## src/sv/rtla_pkg.sv

```systemverilog
// Package: shared types, command codes and sizes for the rain tip lockout accumulator.
`timescale 1ns / 1ps
package rtla_pkg;

   localparam int HISTORY_DEPTH = 6;
   localparam int PTR_W = (HISTORY_DEPTH > 1) ? $clog2(HISTORY_DEPTH) : 1;
   localparam int HIST_VAL_W = 16;
   localparam int RING_SUM_W = $clog2(HISTORY_DEPTH * ((1 << HIST_VAL_W) - 1) + 1);
   localparam int HOURLY_W = 19;

   localparam int CSR_INDEX_W = 2;
   localparam int CSR_DATA_W = 16;

   localparam logic [CSR_INDEX_W-1:0] CSR_DEBOUNCE = 2'd0;
   localparam logic [CSR_INDEX_W-1:0] CSR_TELEM_MAX = 2'd1;

   localparam logic [15:0] DEBOUNCE_RESET = 16'd50;
   localparam logic [7:0] TELEM_MAX_RESET = 8'd255;

   localparam logic [2:0] CMD_TIP = 3'd0;
   localparam logic [2:0] CMD_CLOSE = 3'd1;
   localparam logic [2:0] CMD_PUSH = 3'd2;
   localparam logic [2:0] CMD_CLR_DAILY = 3'd3;
   localparam logic [2:0] CMD_CLR_ALL = 3'd4;
   localparam logic [2:0] CMD_CLR_DIAG = 3'd5;
   localparam logic [2:0] CMD_QUERY = 3'd6;

   typedef struct packed {
      logic [2:0]  cmd;
      logic [31:0] tick_ms;
      logic [15:0] history_value;
   } req_type;

   typedef struct packed {
      logic [15:0]         interval_count;
      logic [HOURLY_W-1:0] hourly_count;
      logic [31:0]         daily_count;
      logic [31:0]         total_tips;
      logic [7:0]          telemetry_code;
      logic                rain_active;
      logic [31:0]         rejected_count;
      logic [31:0]         last_tip_time;
      logic                tip_accepted;
   } rsp_type;

   typedef struct packed {
      logic                  push;
      logic                  clear;
      logic [HIST_VAL_W-1:0] value;
   } hist_ctrl_type;

endpackage

```

## src/sv/rtla_history.sv

```systemverilog
// History ring of interval counts with a running sum of its entries.
`timescale 1ns / 1ps
module rtla_history (
   input  logic                           clock,
   input  logic                           reset,
   input  rtla_pkg::hist_ctrl_type        ctrl,
   output logic [rtla_pkg::RING_SUM_W-1:0] sum_next
);
   import rtla_pkg::*;

   logic [HIST_VAL_W-1:0] ring_ff [HISTORY_DEPTH];
   logic [PTR_W-1:0]      ptr_ff;
   logic [PTR_W-1:0]      ptr_in;
   logic [RING_SUM_W-1:0] sum_ff;
   logic [RING_SUM_W-1:0] sum_in;
   logic [HIST_VAL_W-1:0] old_entry;

   assign old_entry = ring_ff[ptr_ff];

   always_comb begin
      sum_in = sum_ff;
      ptr_in = ptr_ff;
      if (ctrl.clear) begin
         sum_in = '0;
         ptr_in = '0;
      end else if (ctrl.push) begin
         sum_in = sum_ff - RING_SUM_W'(old_entry) + RING_SUM_W'(ctrl.value);
         ptr_in = (ptr_ff == PTR_W'(HISTORY_DEPTH - 1)) ? '0 : ptr_ff + PTR_W'(1);
      end
   end

   assign sum_next = sum_in;

   always_ff @(posedge clock) begin
      if (reset || ctrl.clear) begin
         for (int i = 0; i < HISTORY_DEPTH; i++) begin
            ring_ff[i] <= '0;
         end
      end else if (ctrl.push) begin
         ring_ff[ptr_ff] <= ctrl.value;
      end
   end

   always_ff @(posedge clock) begin
      if (reset) begin
         ptr_ff <= '0;
         sum_ff <= '0;
      end else begin
         ptr_ff <= ptr_in;
         sum_ff <= sum_in;
      end
   end

endmodule

```

## src/sv/rain_tip_lockout_accumulator_core.sv

```systemverilog
// Top level: rain gauge tip counter with lockout filter, accumulators and history ring.
//
//   channel   direction  ports                              beat
//   req       in         req_valid/req_ready/req_data       one command
//   rsp       out        rsp_valid/rsp_ready/rsp_data       one status record
//   csr       in         csr_we/csr_index/csr_wdata         one register write
//
// One command per cycle unless rsp stalls; its record is in rsp_ff the cycle after.
// All state updates in the accept cycle; the rate is set by the single output register.
// req_ready is high outside reset when the output register is empty or being drained.
// Synchronous reset clears all counters, the ring and the CSRs to their defaults.
`timescale 1ns / 1ps
module rain_tip_lockout_accumulator_core (
   input  logic                              clock,
   input  logic                              reset,
   input  logic                              req_valid,
   output logic                              req_ready,
   input  rtla_pkg::req_type                 req_data,
   output logic                              rsp_valid,
   input  logic                              rsp_ready,
   output rtla_pkg::rsp_type                 rsp_data,
   input  logic                              csr_we,
   input  logic [rtla_pkg::CSR_INDEX_W-1:0]  csr_index,
   input  logic [rtla_pkg::CSR_DATA_W-1:0]   csr_wdata
);
   import rtla_pkg::*;

   logic [15:0] debounce_ff;
   logic [7:0]  telem_max_ff;

   logic [31:0] last_time_ff, last_time_in;
   logic        seen_first_ff, seen_first_in;
   logic        active_ff, active_in;
   logic [31:0] reject_ff, reject_in;
   logic [15:0] interval_ff, interval_in;
   logic [31:0] day_ff, day_in;
   logic [31:0] life_ff, life_in;

   logic        rsp_valid_ff;
   rsp_type     rsp_ff, rsp_in;

   logic        accept;
   logic        tip_ok;
   logic [31:0] tick_delta;
   logic [15:0] shown;
   logic [RING_SUM_W-1:0] ring_sum;
   logic [RING_SUM_W:0]   hourly_wide;
   hist_ctrl_type         hist_ctrl;

   assign req_ready = (!rsp_valid_ff || rsp_ready) && !reset;
   assign accept = req_valid && req_ready;

   assign tick_delta = req_data.tick_ms - last_time_ff;
   assign tip_ok = !seen_first_ff || (tick_delta >= {16'd0, debounce_ff});

   assign hist_ctrl.push = accept && (req_data.cmd == CMD_PUSH);
   assign hist_ctrl.clear = accept && (req_data.cmd == CMD_CLR_ALL);
   assign hist_ctrl.value = req_data.history_value;

   rtla_history u_history (
      .clock    (clock),
      .reset    (reset),
      .ctrl     (hist_ctrl),
      .sum_next (ring_sum)
   );

   always_comb begin
      last_time_in = last_time_ff;
      seen_first_in = seen_first_ff;
      active_in = active_ff;
      reject_in = reject_ff;
      interval_in = interval_ff;
      day_in = day_ff;
      life_in = life_ff;
      case (req_data.cmd)
         CMD_TIP: begin
            if (tip_ok) begin
               last_time_in = req_data.tick_ms;
               seen_first_in = 1'b1;
               active_in = 1'b1;
               if (interval_ff != 16'hFFFF) interval_in = interval_ff + 16'd1;
               if (day_ff != 32'hFFFF_FFFF) day_in = day_ff + 32'd1;
               if (life_ff != 32'hFFFF_FFFF) life_in = life_ff + 32'd1;
            end else begin
               reject_in = reject_ff + 32'd1;
            end
         end
         CMD_CLR_DAILY: begin
            day_in = '0;
         end
         CMD_CLR_ALL: begin
            interval_in = '0;
            day_in = '0;
            life_in = '0;
         end
         CMD_CLR_DIAG: begin
            reject_in = '0;
            active_in = 1'b0;
         end
         default: begin
         end
      endcase

      shown = interval_in;
      if (req_data.cmd == CMD_CLOSE) interval_in = '0;

      // hourly total reflects the interval after a close
      hourly_wide = (RING_SUM_W + 1)'(ring_sum) + (RING_SUM_W + 1)'(interval_in);

      rsp_in.interval_count = shown;
      rsp_in.hourly_count = (hourly_wide > (RING_SUM_W + 1)'((1 << HOURLY_W) - 1)) ?
                            {HOURLY_W{1'b1}} : HOURLY_W'(hourly_wide);
      rsp_in.daily_count = day_in;
      rsp_in.total_tips = life_in;
      rsp_in.telemetry_code = (shown >= {8'd0, telem_max_ff}) ? telem_max_ff : shown[7:0];
      rsp_in.rain_active = active_in;
      rsp_in.rejected_count = reject_in;
      rsp_in.last_tip_time = last_time_in;
      rsp_in.tip_accepted = (req_data.cmd == CMD_TIP) && tip_ok;
   end

   always_ff @(posedge clock) begin
      if (reset) begin
         debounce_ff <= DEBOUNCE_RESET;
         telem_max_ff <= TELEM_MAX_RESET;
      end else if (csr_we) begin
         case (csr_index)
            CSR_DEBOUNCE:  debounce_ff <= csr_wdata;
            CSR_TELEM_MAX: telem_max_ff <= csr_wdata[7:0];
            default: begin
            end
         endcase
      end
   end

   always_ff @(posedge clock) begin
      if (reset) begin
         last_time_ff <= '0;
         seen_first_ff <= 1'b0;
         active_ff <= 1'b0;
         reject_ff <= '0;
         interval_ff <= '0;
         day_ff <= '0;
         life_ff <= '0;
      end else if (accept) begin
         last_time_ff <= last_time_in;
         seen_first_ff <= seen_first_in;
         active_ff <= active_in;
         reject_ff <= reject_in;
         interval_ff <= interval_in;
         day_ff <= day_in;
         life_ff <= life_in;
      end
   end

   always_ff @(posedge clock) begin
      if (reset) begin
         rsp_valid_ff <= 1'b0;
      end else if (accept) begin
         rsp_valid_ff <= 1'b1;
      end else if (rsp_ready) begin
         rsp_valid_ff <= 1'b0;
      end
   end

   always_ff @(posedge clock) begin
      if (accept) begin
         rsp_ff <= rsp_in;
      end
   end

   assign rsp_valid = rsp_valid_ff;
   assign rsp_data = rsp_ff;

endmodule

```

## config.mk

```make
export PLATFORM = sky130hd
export DESIGN_NAME = rain_tip_lockout_accumulator_core
export DESIGN_NICKNAME = d
export VERILOG_FILES = /design/src/sv/rtla_pkg.sv /design/src/sv/rtla_history.sv /design/src/sv/rain_tip_lockout_accumulator_core.sv
export SDC_FILE = /design/constraint.sdc
export NUM_CORES = 1
export LEC_CHECK = 0
export ABC_AREA = 1
export BUFFER_PORTS_ARGS = -buffer_cell sky130_fd_sc_hd__buf_2
export CAP_MARGIN = 25
export CORE_MARGIN = 2
export CORE_UTILIZATION = 61
export CTS_CLUSTER_DIAMETER = 120
export DETAILED_ROUTE_END_ITERATION = 10
export GPL_TIMING_DRIVEN = 0
export MAX_ROUTING_LAYER = met4
export PLACE_DENSITY = 0.81
export SYNTH_ARGS = -nofsm -noshare
export SYNTH_HDL_FRONTEND = slang
export SYNTH_SLANG_ARGS = --single-unit
```

## constraint.sdc

```tcl
create_clock -name clock -period 10.4 [get_ports clock]
set_clock_uncertainty 0.2 [all_clocks]
set_input_delay 1.56 -clock clock [delete_from_list [all_inputs] [get_ports clock]]
set_output_delay 1.56 -clock clock [all_outputs]
set_load 0.03 [all_outputs]
```

* Word level (Yosys, flattened, before mapping)
Memory sizes are Yosys's and may differ from the RTL's. A register that Yosys moved wholly into a read port is not among the register bits. Cells that the tools add are included.
Cells by class: add/subtract/negate cells 9, multiply operators 0, div/mod/pow operators 0, order comparisons 3, equality and inequality tests 10, shifts and indexed selects 0, multiplexer cells 32, bitwise gates (word level) 0, reduce and logical (&&, ||, !) cells 20
Operators by type and width (count):
- two-way mux 32 bit | 7
- one-hot mux 32 bit (2 select lines) | 3
- adder 32 x 1 -> 32 bit (second input constant) | 3
- two-way mux 16 bit | 4
- inequality test 32 bit (second input constant) | 2
- two-way mux 19 bit | 2
- greater-or-equal comparator 32 x 16 -> 1 bit | 1
- one-hot mux 16 bit (2 select lines) | 1
- subtractor 32 bit | 1
- adder 19 x 16 -> 20 bit | 1
- greater-than comparator 20 x 19 -> 1 bit (second input constant) | 1
- adder 19 x 16 -> 19 bit | 1
- subtractor 19 x 16 -> 19 bit | 1
- adder 16 x 1 -> 16 bit (second input constant) | 1
- greater-or-equal comparator 16 x 8 -> 1 bit | 1
- inequality test 16 bit (second input constant) | 1
- OR reduction 16 bit | 1
- two-way mux 3 bit | 4
- == test 3 bit (second input constant) | 3
- two-way mux 1 bit | 9
- two-way mux 8 bit | 1
- == test 3 x 2 -> 1 bit (second input constant) | 2
- logical AND 1 bit | 5
- AND reduction 2 bit | 2
- 11 further kinds | 16
Storage, ports and cells: register bits after elaboration 366, bits in latches 0, bits in writable memories 96, bits in read-only memories 0, input bits 74, output and inout bits 175, logic and storage cells 96, memories 1
Memory list:
- u_history.ring_ff | depth 6, width 16, read ports 1, clocked after memory_dff 1, wr ports 6, line rtla_history.sv:11 | logic [HIST_VAL_W-1:0] ring_ff [HISTORY_DEPTH];

* Logic depth before layout (Yosys ltp)
Gate-level depths: netlist of run 1.
depth in word-level cells 10, depth in mapped cells 46, gate-level depth less buffers 45

* Hierarchy
Synthesis of run 1 repeated with hierarchy kept, for this count alone.
Second synthesis, totals: cells, all modules 3703, area, all modules 28355.9 µm²
By module, submodules not included:
- rain_tip_lockout_accumulator_core | instances 1, cells each 2787, area each 20329.5 µm²
- rtla_history | instances 1, cells each 916, area each 8026.4 µm²

* Worst setup path before layout of run 1
Ideal clock, no wire load.
path kind input to register, start input port rsp_ready, end register rsp_ff (netlist bit rsp_data[0]) (enable), library setup time 604 ps, arrival 7526 ps, required time 9596 ps, setup slack 2070 ps, cell stages on the path 6, buffers on the path 2, path through inv_1 a21oi_1 nand2_1 inv_1 clkbuf_1 buf_1
On the way: longest elaborated chain between the ends 3
RTL lines:
- start, declared | line rain_tip_lockout_accumulator_core.sv:20 | input logic rsp_ready,
- logical OR 1 bit | line rain_tip_lockout_accumulator_core.sv:50 | assign req_ready = (!rsp_valid_ff || rsp_ready) && !reset;
- logical AND 1 bit | line rain_tip_lockout_accumulator_core.sv:50
- via req_ready | line rain_tip_lockout_accumulator_core.sv:17 | output logic req_ready,
- logical AND 1 bit | line rain_tip_lockout_accumulator_core.sv:51 | assign accept = req_valid && req_ready;
- via accept | line rain_tip_lockout_accumulator_core.sv:42 | logic accept;
- end signal, assigned | line rain_tip_lockout_accumulator_core.sv:168 | rsp_ff <= rsp_in;
- end, declared | line rain_tip_lockout_accumulator_core.sv:40 | rsp_type rsp_ff, rsp_in;
The timed path passes the listed nets, and every way through them passes these cells. A chain may end at the register's enable or synchronous reset.

==> results by group, run 1 <==
Hold path
  • Hold WC Path Type: reg -> reg
  • Hold path start: debounce_ff[12]$_SDFFE_PP0P_
  • Min-Delay Path Depth: 2
  • Worst hold endpoint: debounce_ff[12]$_SDFFE_PP0P_

GRT
  • First-pass GRT wire length: between 100000 and 150000 µm
  • Number of global-route vias before repair: 23500
  • Largest net degree at the start of global routing: 49
  • GRT Total Usage: 36.5%
  • Initial antenna violation count: 1
  • Remaining Overflow, GRT: 0

Yosys
  • Syn Std Cell Area: 0.0278 mm²
  • Yosys top cell by area: edfxtp_1
  • Cells taking the most area after synthesis: edfxtp_1 (33%), dfxtp_1 (14%), nand2_1 (9.6%)
  • Syn Nets: 3732
  • Number of enable flip-flop cells after synthesis: roughly 300
  • Post-synth ARST share: 0%
  • Syn Area/Cell: 7.84 µm²
  • Ys flop type: edfxtp_1
  • Cells after Synth: approximately 3500
  • Area fraction of the dominant cell type after synthesis: between 30% and 40%
  • Number of synthesized register bits: 497
  • Synth Warn #: 0
  • Yosys cell types: 55
  • Register area share after synthesis: 46.6%

Worst setup path
  • Crit start category: primary input
  • Slowest-stage cell, CP: fa_1
  • WS Path Type: in -> reg
  • WP data required: 10.68 ns
  • Most common cell on crit path: nand2_1
  • Critical-path maximum fanout: 10
  • Worst Reg2Reg Path Length in Cells: 40
  • Arrival @ worst endpoint: 8.64 ns
  • Setup crit end kind: register
  • Reg2reg setup slack: 2.77 ns
  • R2r endpoint: rsp_data[152]$_SDFFCE_PN1P_
  • R2r startpoint: last_time_ff[9]$_SDFFE_PP0P_
  • Largest stage delay, worst path: 0.44 ns

Clocking
  • Resized cells post-CTS: 0
  • Clock slew at reported path FFs: 0.06 ns
  • CTS tree: yes
  • TritonCTS Buffers: 49
  • Htree depth: 2
  • Clock root cell: clkbuf_16
  • Clk Latency, worst-skew pair: 0.62 ns
  • Clock Tree Buf Depth: 3
  • Post-CTS setup buffer count: 0
  • Post-CTS Hold Buffers: 0
  • Clk sink count: 497

Place
  • Post-Place Cells: 4402
  • Port bufs: 248
  • Final Wtd Congestion: 1.00
  • DP Area: between 0.02 and 0.03 mm²
  • DP HPWL: 63900 µm

Routing
  • Via density per instance: around 5.7
  • Routed Antenna Nets: 0
  • WL/cell: 18.9 µm
  • DR vias: 25800
  • Drt drc: 0
  • DRT Pass-1 Iters: 6
  • WL final: 84800 µm
  • DRT iter0 DRCs: 3194

Outcome
  • Status: complete, no violations

Cells and area
  • Fin nets: roughly 4000
  • Final Util: a little over two thirds
  • Area grow syn2layout: 14.2%
  • Layout cell share with drive strength beyond 1: 10.6%
  • Cell Count, Final, Fillers Out: 4495
  • # fillers: between 3000 and 4000
  • Fin area: around 0.032 mm²

Timing
  • Fin crit share: 80.4%
  • Hold Vio Cnt, Final: 0
  • Final slew viol count: 0
  • Rel. slew slack: 21.7%
  • Worst hold slack: 0.267 ns
  • Final min period: around 8.4 ns
  • Max frequency: 120 MHz
  • Least-Margin Pin Slew: 1.17 ns
  • Setup violators final: 0
  • RSZ-0062 raised after global routing: false
  • Setup tns final: 0 ns

Floorplanning
  • Row cnt: 78
  • Core area: between 0.04 and 0.05 mm²
  • Die area: 0.0473 mm²
  • Chip width: between 200 and 250 µm
  • Ports: 249
  • Initial core utilization: 61.5%
  • Die Ht: 218 µm

Power and ir drop
  • PD cells: 163 mW/mm²
  • Max VDD drop: about 170 µV
  • Leak Pwr: around 14 nW

Flow run
  • Max_cap viols: 0
-- power breakdown --
part	switching, mW	internal [mW]	total, mW
Sequential	0.0566	2.20	2.26
Combinational	0.625	0.278	0.903
Clock	0.828	1.18	2.01
Total	1.51	3.66	5.17
-- registers in the layout, indices dropped and copies added (netlist names), named ones only --
signal / flops
interval_ff: 16
u_history.ptr_ff: 3
seen_first_ff: 1
life_ff: 32
day_ff: 32
last_time_ff: 32
telem_max_ff: 8
u_history.ring_ff: 128
u_history.sum_ff: 19
reject_ff: 32
rsp_valid: 1
rsp_data: 173
debounce_ff: 16
active_ff: 1
-- critical path, delay by kind of cell --
kind | cells | cell delay [ns]
xor gates and xnor gates | 1 | 0.27
and+or+nand+nor | 24 | 3.44
buffers and inverters | 7 | 0.93
adders and majority gates | 4 | 1.23
AOI/OAI and AO/OA | 6 | 1.18
-- synthesized netlist by cell type (all sizes together), types with 3 or more instances --
| cell | n |
|---|---|
| nand2 | 719 |
| inv | 574 |
| nor2 | 442 |
| o21ai | 387 |
| edfxtp | 301 |
| dfxtp | 196 |
| nand3 | 171 |
| a21oi | 142 |
| clkbuf | 95 |
| ha | 94 |
| nor3 | 73 |
| xor2 | 53 |
| nand4 | 42 |
| o22ai | 36 |
| buf | 32 |
| nor4 | 27 |
| o31ai | 26 |
| a31oi | 21 |
| o211ai | 21 |
| xnor2 | 19 |
| fa | 18 |
| a21boi | 9 |
| and2 | 9 |
| o21bai | 9 |
| nand3b | 6 |
| a211oi | 5 |
| and3 | 4 |
| clkinv | 4 |
| or2 | 4 |
| a21o | 3 |
-- metal layers --
metal | up-vias | share of wire, % | track usage [%]
met3 | 184 | 10 | 5.59
li1 | 12300 | - | -
met5 | - | 0 | -
met2 | 1414 | 43 | 54.9
met4 | 0 | 3.3 | 12.0
met1 | 11900 | 43 | 50.9
-- cell families after synthesis --
logic type | Yosys count | share of synthesized area (%)
and+or+nand+nor | 1499 | 22.8
buffers and inverters | 705 | 9.73
AOI/OAI and AO/OA | 660 | 13.1
DFF | 497 | 46.6
adders and majority gates | 112 | 5.53
xor gates and xnor gates | 72 | 2.27
muxes | 1 | 0.0360
-- worst max-delay path by stage --
stage | from | to | slack, ns | cells after the start
2_1_floorplan | rsp_ready | rsp_data[0]$_DFFE_PP_ | 2.07 | 6
3_3_place_gp | reset | rsp_data[156]$_SDFFCE_PN1P_ | 0.03 | 6
3_5_place_dp | req_data[16] | rsp_data[154]$_SDFFCE_PN1P_ | 1.70 | 42
4_1_cts | req_data[16] | rsp_data[152]$_SDFFCE_PN1P_ | 2.25 | 42
5_1_grt | req_data[16] | rsp_data[152]$_SDFFCE_PN1P_ | 1.54 | 42
6_report | req_data[16] | rsp_data[152]$_SDFFCE_PN1P_ | 2.04 | 42
-- cell usage in the layout, fill, tap and decap left out, types with 10 or more instances in the layout --
cell,synthesis,routed
dfxtp_1,196,196
a31oi_1,21,21
o211ai_1,20,20
xnor2_1,19,19
nor4_1,27,27
edfxtp_1,301,301
inv_1,567,567
fa_1,18,18
clkbuf_1,95,104
o21ai_0,335,335
nor2_1,433,433
nand4_1,42,42
ha_1,94,94
buf_2,12,261
nor3_1,71,70
o22ai_1,36,36
xor2_1,53,53
buf_1,14,13
o21ai_1,42,42
o31ai_1,26,26
clkbuf_16,0,51
a21oi_1,136,136
o21ai_2,10,10
nand3_1,166,166
nand2_1,709,709
-- per-stage QoR --
stage,worst slack [ns],power (mW)
after detailed placement,1.70,3.17
final,2.04,5.17
after global placement,0.0264,3.16
after floorplan,2.07,2.91
after global routing,1.54,5.36
after CTS,2.25,5.15
-- cell type report --
cell class,instances,area [µm²],share of cell area (%)
Tap cell,600,751,2.36
Antenna cell,1,2.50,0.00788
Clock buffer,66,1390,4.39
Buffer,127,538,1.69
Timing Repair Buffer,256,1360,4.29
Multi-Input combinational cell,2344,12100,38.3
Inverter,578,2170,6.83
Clock inverter,26,425,1.34
Sequential cell,497,13000,40.8
Note: power is estimated with default switching activity, not from simulation.
==> run 2, diff against run 1 <==
Settings changed: ABC_AREA 1 to 0, CORE_UTILIZATION 61 to 60.
Clock period 10.4 ns to 8.2 ns, I/O delays scaled along.
==> results by group, run 2 <==
Worst setup path
  • Slowest-stage cell, CP: o41ai_4
  • Most common cell on crit path: a21oi_2
  • Arrival @ worst endpoint: 7.99 ns (-0.65 ns)
  • Critical-path maximum fanout: 19 (+9)
  • WP data required: 8.31 ns (-2.37 ns)
  • R2r startpoint: last_time_ff[1]$_SDFFE_PP0P_
  • Setup crit end kind: register
  • Worst Reg2Reg Path Length in Cells: 34 (-15%)
  • Crit start category: primary input
  • Largest stage delay, worst path: 0.34 ns (-0.10 ns)
  • R2r endpoint: rsp_data[148]$_SDFFCE_PN1P_
  • Reg2reg setup slack: 0.70 ns (-2.07 ns)
  • WS Path Type: in -> reg

Hold path
  • Min-Delay Path Depth: 2 (unchanged)
  • Hold WC Path Type: reg -> reg
  • Hold path start: debounce_ff[8]$_SDFFE_PP0P_
  • Worst hold endpoint: debounce_ff[8]$_SDFFE_PP0P_

Yosys
  • Post-synth ARST share: 0% (unchanged)
  • Syn Std Cell Area: 0.0265 mm² (-4.8%)
  • Yosys cell types: 89 (+62%)
  • Synth Warn #: 0 (unchanged)
  • Post-synth top cells: nand2_1 (327), edfxtp_1 (301), nor2_1 (231)
  • Cells taking the most area after synthesis: edfxtp_1 (34%), dfxtp_1 (15%), nand2_1 (4.6%)
  • Register area share after synthesis: 48.9% (+2.3 points)
  • Syn Nets: 2900 (-22%)
  • Count leader, synth: nand2_1
  • Yosys top cell by area: edfxtp_1
  • Cells after Synth: 2714 (-23%)
  • Area fraction of the dominant cell type after synthesis: 34.1% (+1.6 points)
  • Ys flop type: edfxtp_1
  • Number of synthesized register bits: 497 (unchanged)
  • Syn Area/Cell: 9.76 µm² (+24%)
  • Number of enable flip-flop cells after synthesis: 301 (unchanged)

Place
  • DP HPWL: 54000 µm (-16%)
  • Port bufs: 246 (-0.81%)
  • Post-Place Cells: 3551 (-19%)
  • Final Wtd Congestion: 0.926 (-7.6%)

Clocking
  • Clock Tree Buf Depth: 3 (unchanged)
  • Clk sink count: 497 (unchanged)
  • Clock slew at reported path FFs: 0.06 ns (about the same)
  • Post-CTS Hold Buffers: 0 (unchanged)
  • Clock root cell: clkbuf_16
  • TritonCTS Buffers: 51 (+4.1%)
  • CTS tree: yes
  • Clk Latency, worst-skew pair: 0.61 ns (about the same)
  • Htree depth: 2 (unchanged)

Timing
  • Max frequency: 127 MHz
  • Final slew viol count: 0 (unchanged)
  • Final min period: 7.87 ns
  • Fin crit share: 96.0%
  • Least-Margin Pin Slew: 1.11 ns (-0.0603 ns)
  • Setup violators final: 0 (unchanged)
  • Rel. slew slack: 25.7% (+4.0 points)
  • Hold Vio Cnt, Final: 0 (unchanged)
  • Setup tns final: 0 ns (unchanged)
  • Worst hold slack: 0.262 ns (-0.00527 ns)

Cells and area
  • Commonest cells after routing, fill and taps aside: nand2_1 (326), edfxtp_1 (301), buf_2 (259)
  • Max reg flops: 173 (unchanged)
  • # fillers: 3279 (-9.0%)
  • Layout cell share with drive strength beyond 1: 15.9% (+5.3 points)
  • Seq. cell area: 0.0130 mm² (unchanged)
  • Commonest non-fill, non-tap cell in the layout: nand2_1
  • Area grow syn2layout: 15.8%
  • Final Util: 70.7% (+0.45 points)
  • Fin nets: 3220 (-20%)
  • Diodes inserted: 0 (-1)
  • Area occupied by multi-input gates: 0.0124 mm² (+2.4%)
  • Cell Count, Final, Fillers Out: 3662 (-19%)

Routing
  • DRT iter0 DRCs: 2172 (-32%)
  • Drt drc: 0 (unchanged)
  • DRT Pass-1 Iters: 5 (-1)
  • Via density per instance: 6.22 (+8.5%)
  • WL final: 75000 µm (-12%)
  • DR vias: 22800 (-12%)
  • WL/cell: 20.5 µm (+8.5%)
  • Routed Antenna Nets: 0 (unchanged)

Floorplanning
  • Chip width: 214 µm (-1.6%)
  • Die area: 0.0458 mm² (-3.1%)
  • Core area: 0.0434 mm² (-4.0%)
  • Row cnt: 76 (-2.6%)
  • Ports: 249 (unchanged)
  • Die Ht: 214 µm (-1.6%)
  • Initial core utilization: 61.1% (-0.47 points)

Power and ir drop
  • Sw frac: 25.4% (-3.8 points)
  • Combinational power share: 12.0% (-5.5 points)
  • PnR Total Power: 5.96 mW (+15%)
  • Seq pwr share: 45.9% (+2.2 points)
  • Leak Pwr: 11.9 nW (-16%)
  • PD cells: 194 mW/mm² (+19%)
  • Max VDD drop: 190 µV (+12%)
  • Switching power total: 1.51 mW (+0.31%)
  • Int Pwr: 4.44 mW (+21%)
  • Clk pwr share: 42.1% (+3.2 points)

GRT
  • Largest net degree at the start of global routing: 120 (+140%)
  • First-pass GRT wire length: 117000 µm (-9.7%)
  • GRT Total Usage: 33.0% (-3.5 points)
  • Remaining Overflow, GRT: 0 (unchanged)
  • Number of global-route vias before repair: 21800 (-7.5%)
  • Initial antenna violation count: 0 (-1)

Outcome
  • Status: complete, no violations

Flow run
  • Max_cap viols: 0 (unchanged)
## run 2: changes by cell type in the layout (fill, tap and decap cells not counted), moves of 70 or more
cell / previous run / this run
nand3_1: 166 / 96
nor2_1: 433 / 228
nand2_1: 709 / 326
o31ai_1: 26 / 106
o21ai_0: 335 / 203
inv_1: 567 / 180
## run 2: kinds of logic after synthesis
logic type / after synthesis / share of synthesized area (%)
xor gates and xnor gates: 86 / 2.84
buffers and inverters: 330 / 4.79
adders and majority gates: 112 / 5.80
and+or+nand+nor: 932 / 16.6
muxes: 75 / 4.58
DFF: 497 / 48.9
AOI/OAI and AO/OA: 682 / 16.4
## run 2: worst max path at each step
stage / start / to / slack [ns] / cells after the start
2_1_floorplan: req_data[16] / rsp_data[142]$_SDFFCE_PN1P_ / 0.01 / 36
3_3_place_gp: reset / rsp_data[120]$_DFFE_PP_ / -2.08 / 7
3_5_place_dp: req_data[16] / rsp_data[154]$_SDFFCE_PN1P_ / -1.69 / 37
4_1_cts: req_data[16] / rsp_data[154]$_SDFFCE_PN1P_ / 0.003 / 37
5_1_grt: req_data[28] / rsp_data[145]$_SDFFCE_PN1P_ / -0.08 / 36
6_report: req_data[26] / rsp_data[148]$_SDFFCE_PN1P_ / 0.33 / 35
## run 2: cell type report
| type | instances | area share [%] |
|---|---|---|
| plain buffers | 146 | 1.95 |
| clock buffers | 62 | 4.43 |
| clock inverters | 34 | 1.44 |
| inverters | 182 | 2.23 |
| multi-input cells | 1887 | 40.6 |
| flip-flops and latches | 497 | 42.3 |
| well taps | 585 | 2.39 |
| repair buffers | 269 | 4.71 |
## run 2: worst max-delay path: cells and delay by family
family / cells / cell delay, ns
AOI/OAI and AO/OA: 22 / 4.22
xor gates and xnor gates: 1 / 0.13
adders and majority gates: 3 / 0.79
buffers and inverters: 4 / 0.64
and+or+nand+nor: 5 / 0.96
## run 2: per-layer routing
| metal | track usage, % | share of wire [%] | routed length [µm] | vias up |
|---|---|---|---|---|
| met4 | 12.8 | 3.6 | 2670 | 0 |
| met1 | 43.9 | 41 | 30800 | 10900 |
| met5 | - | 0 | 0 | - |
| met3 | 4.31 | 8.4 | 6280 | 197 |
| met2 | 51.8 | 47 | 35300 | 1170 |
| li1 | - | - | - | 10500 |
## run 2: repair_timing
action,4_1_cts,5_1_grt
gates resized for setup,19,22
endpoints found under the hold margin,0,0
buffers inserted,7,9
pin swaps,9,14
endpoints found under the setup margin,26,27
## run 2: power groups by stage
| stage | logic, mW | registers (mW) | clock network [mW] |
|---|---|---|---|
| finish | 0.713 | 2.74 | 2.51 |
| global route | 0.774 | 2.74 | 2.61 |
| CTS | 0.695 | 2.74 | 2.52 |
| detailed placement | 0.685 | 2.79 | 0 |
| global placement | 0.665 | 2.80 | 0 |
| floorplan | 0.402 | 2.87 | 0 |
## run 2: metrics by stage
stage / setup WS (ns) / cell area [µm²]
after global placement: -2.08 / 28500
final: 0.325 / 30700
after floorplan: 0.0121 / 26500
after CTS: 0.00253 / 30500
after detailed placement: -1.69 / 28600
after global routing: -0.0834 / 30700
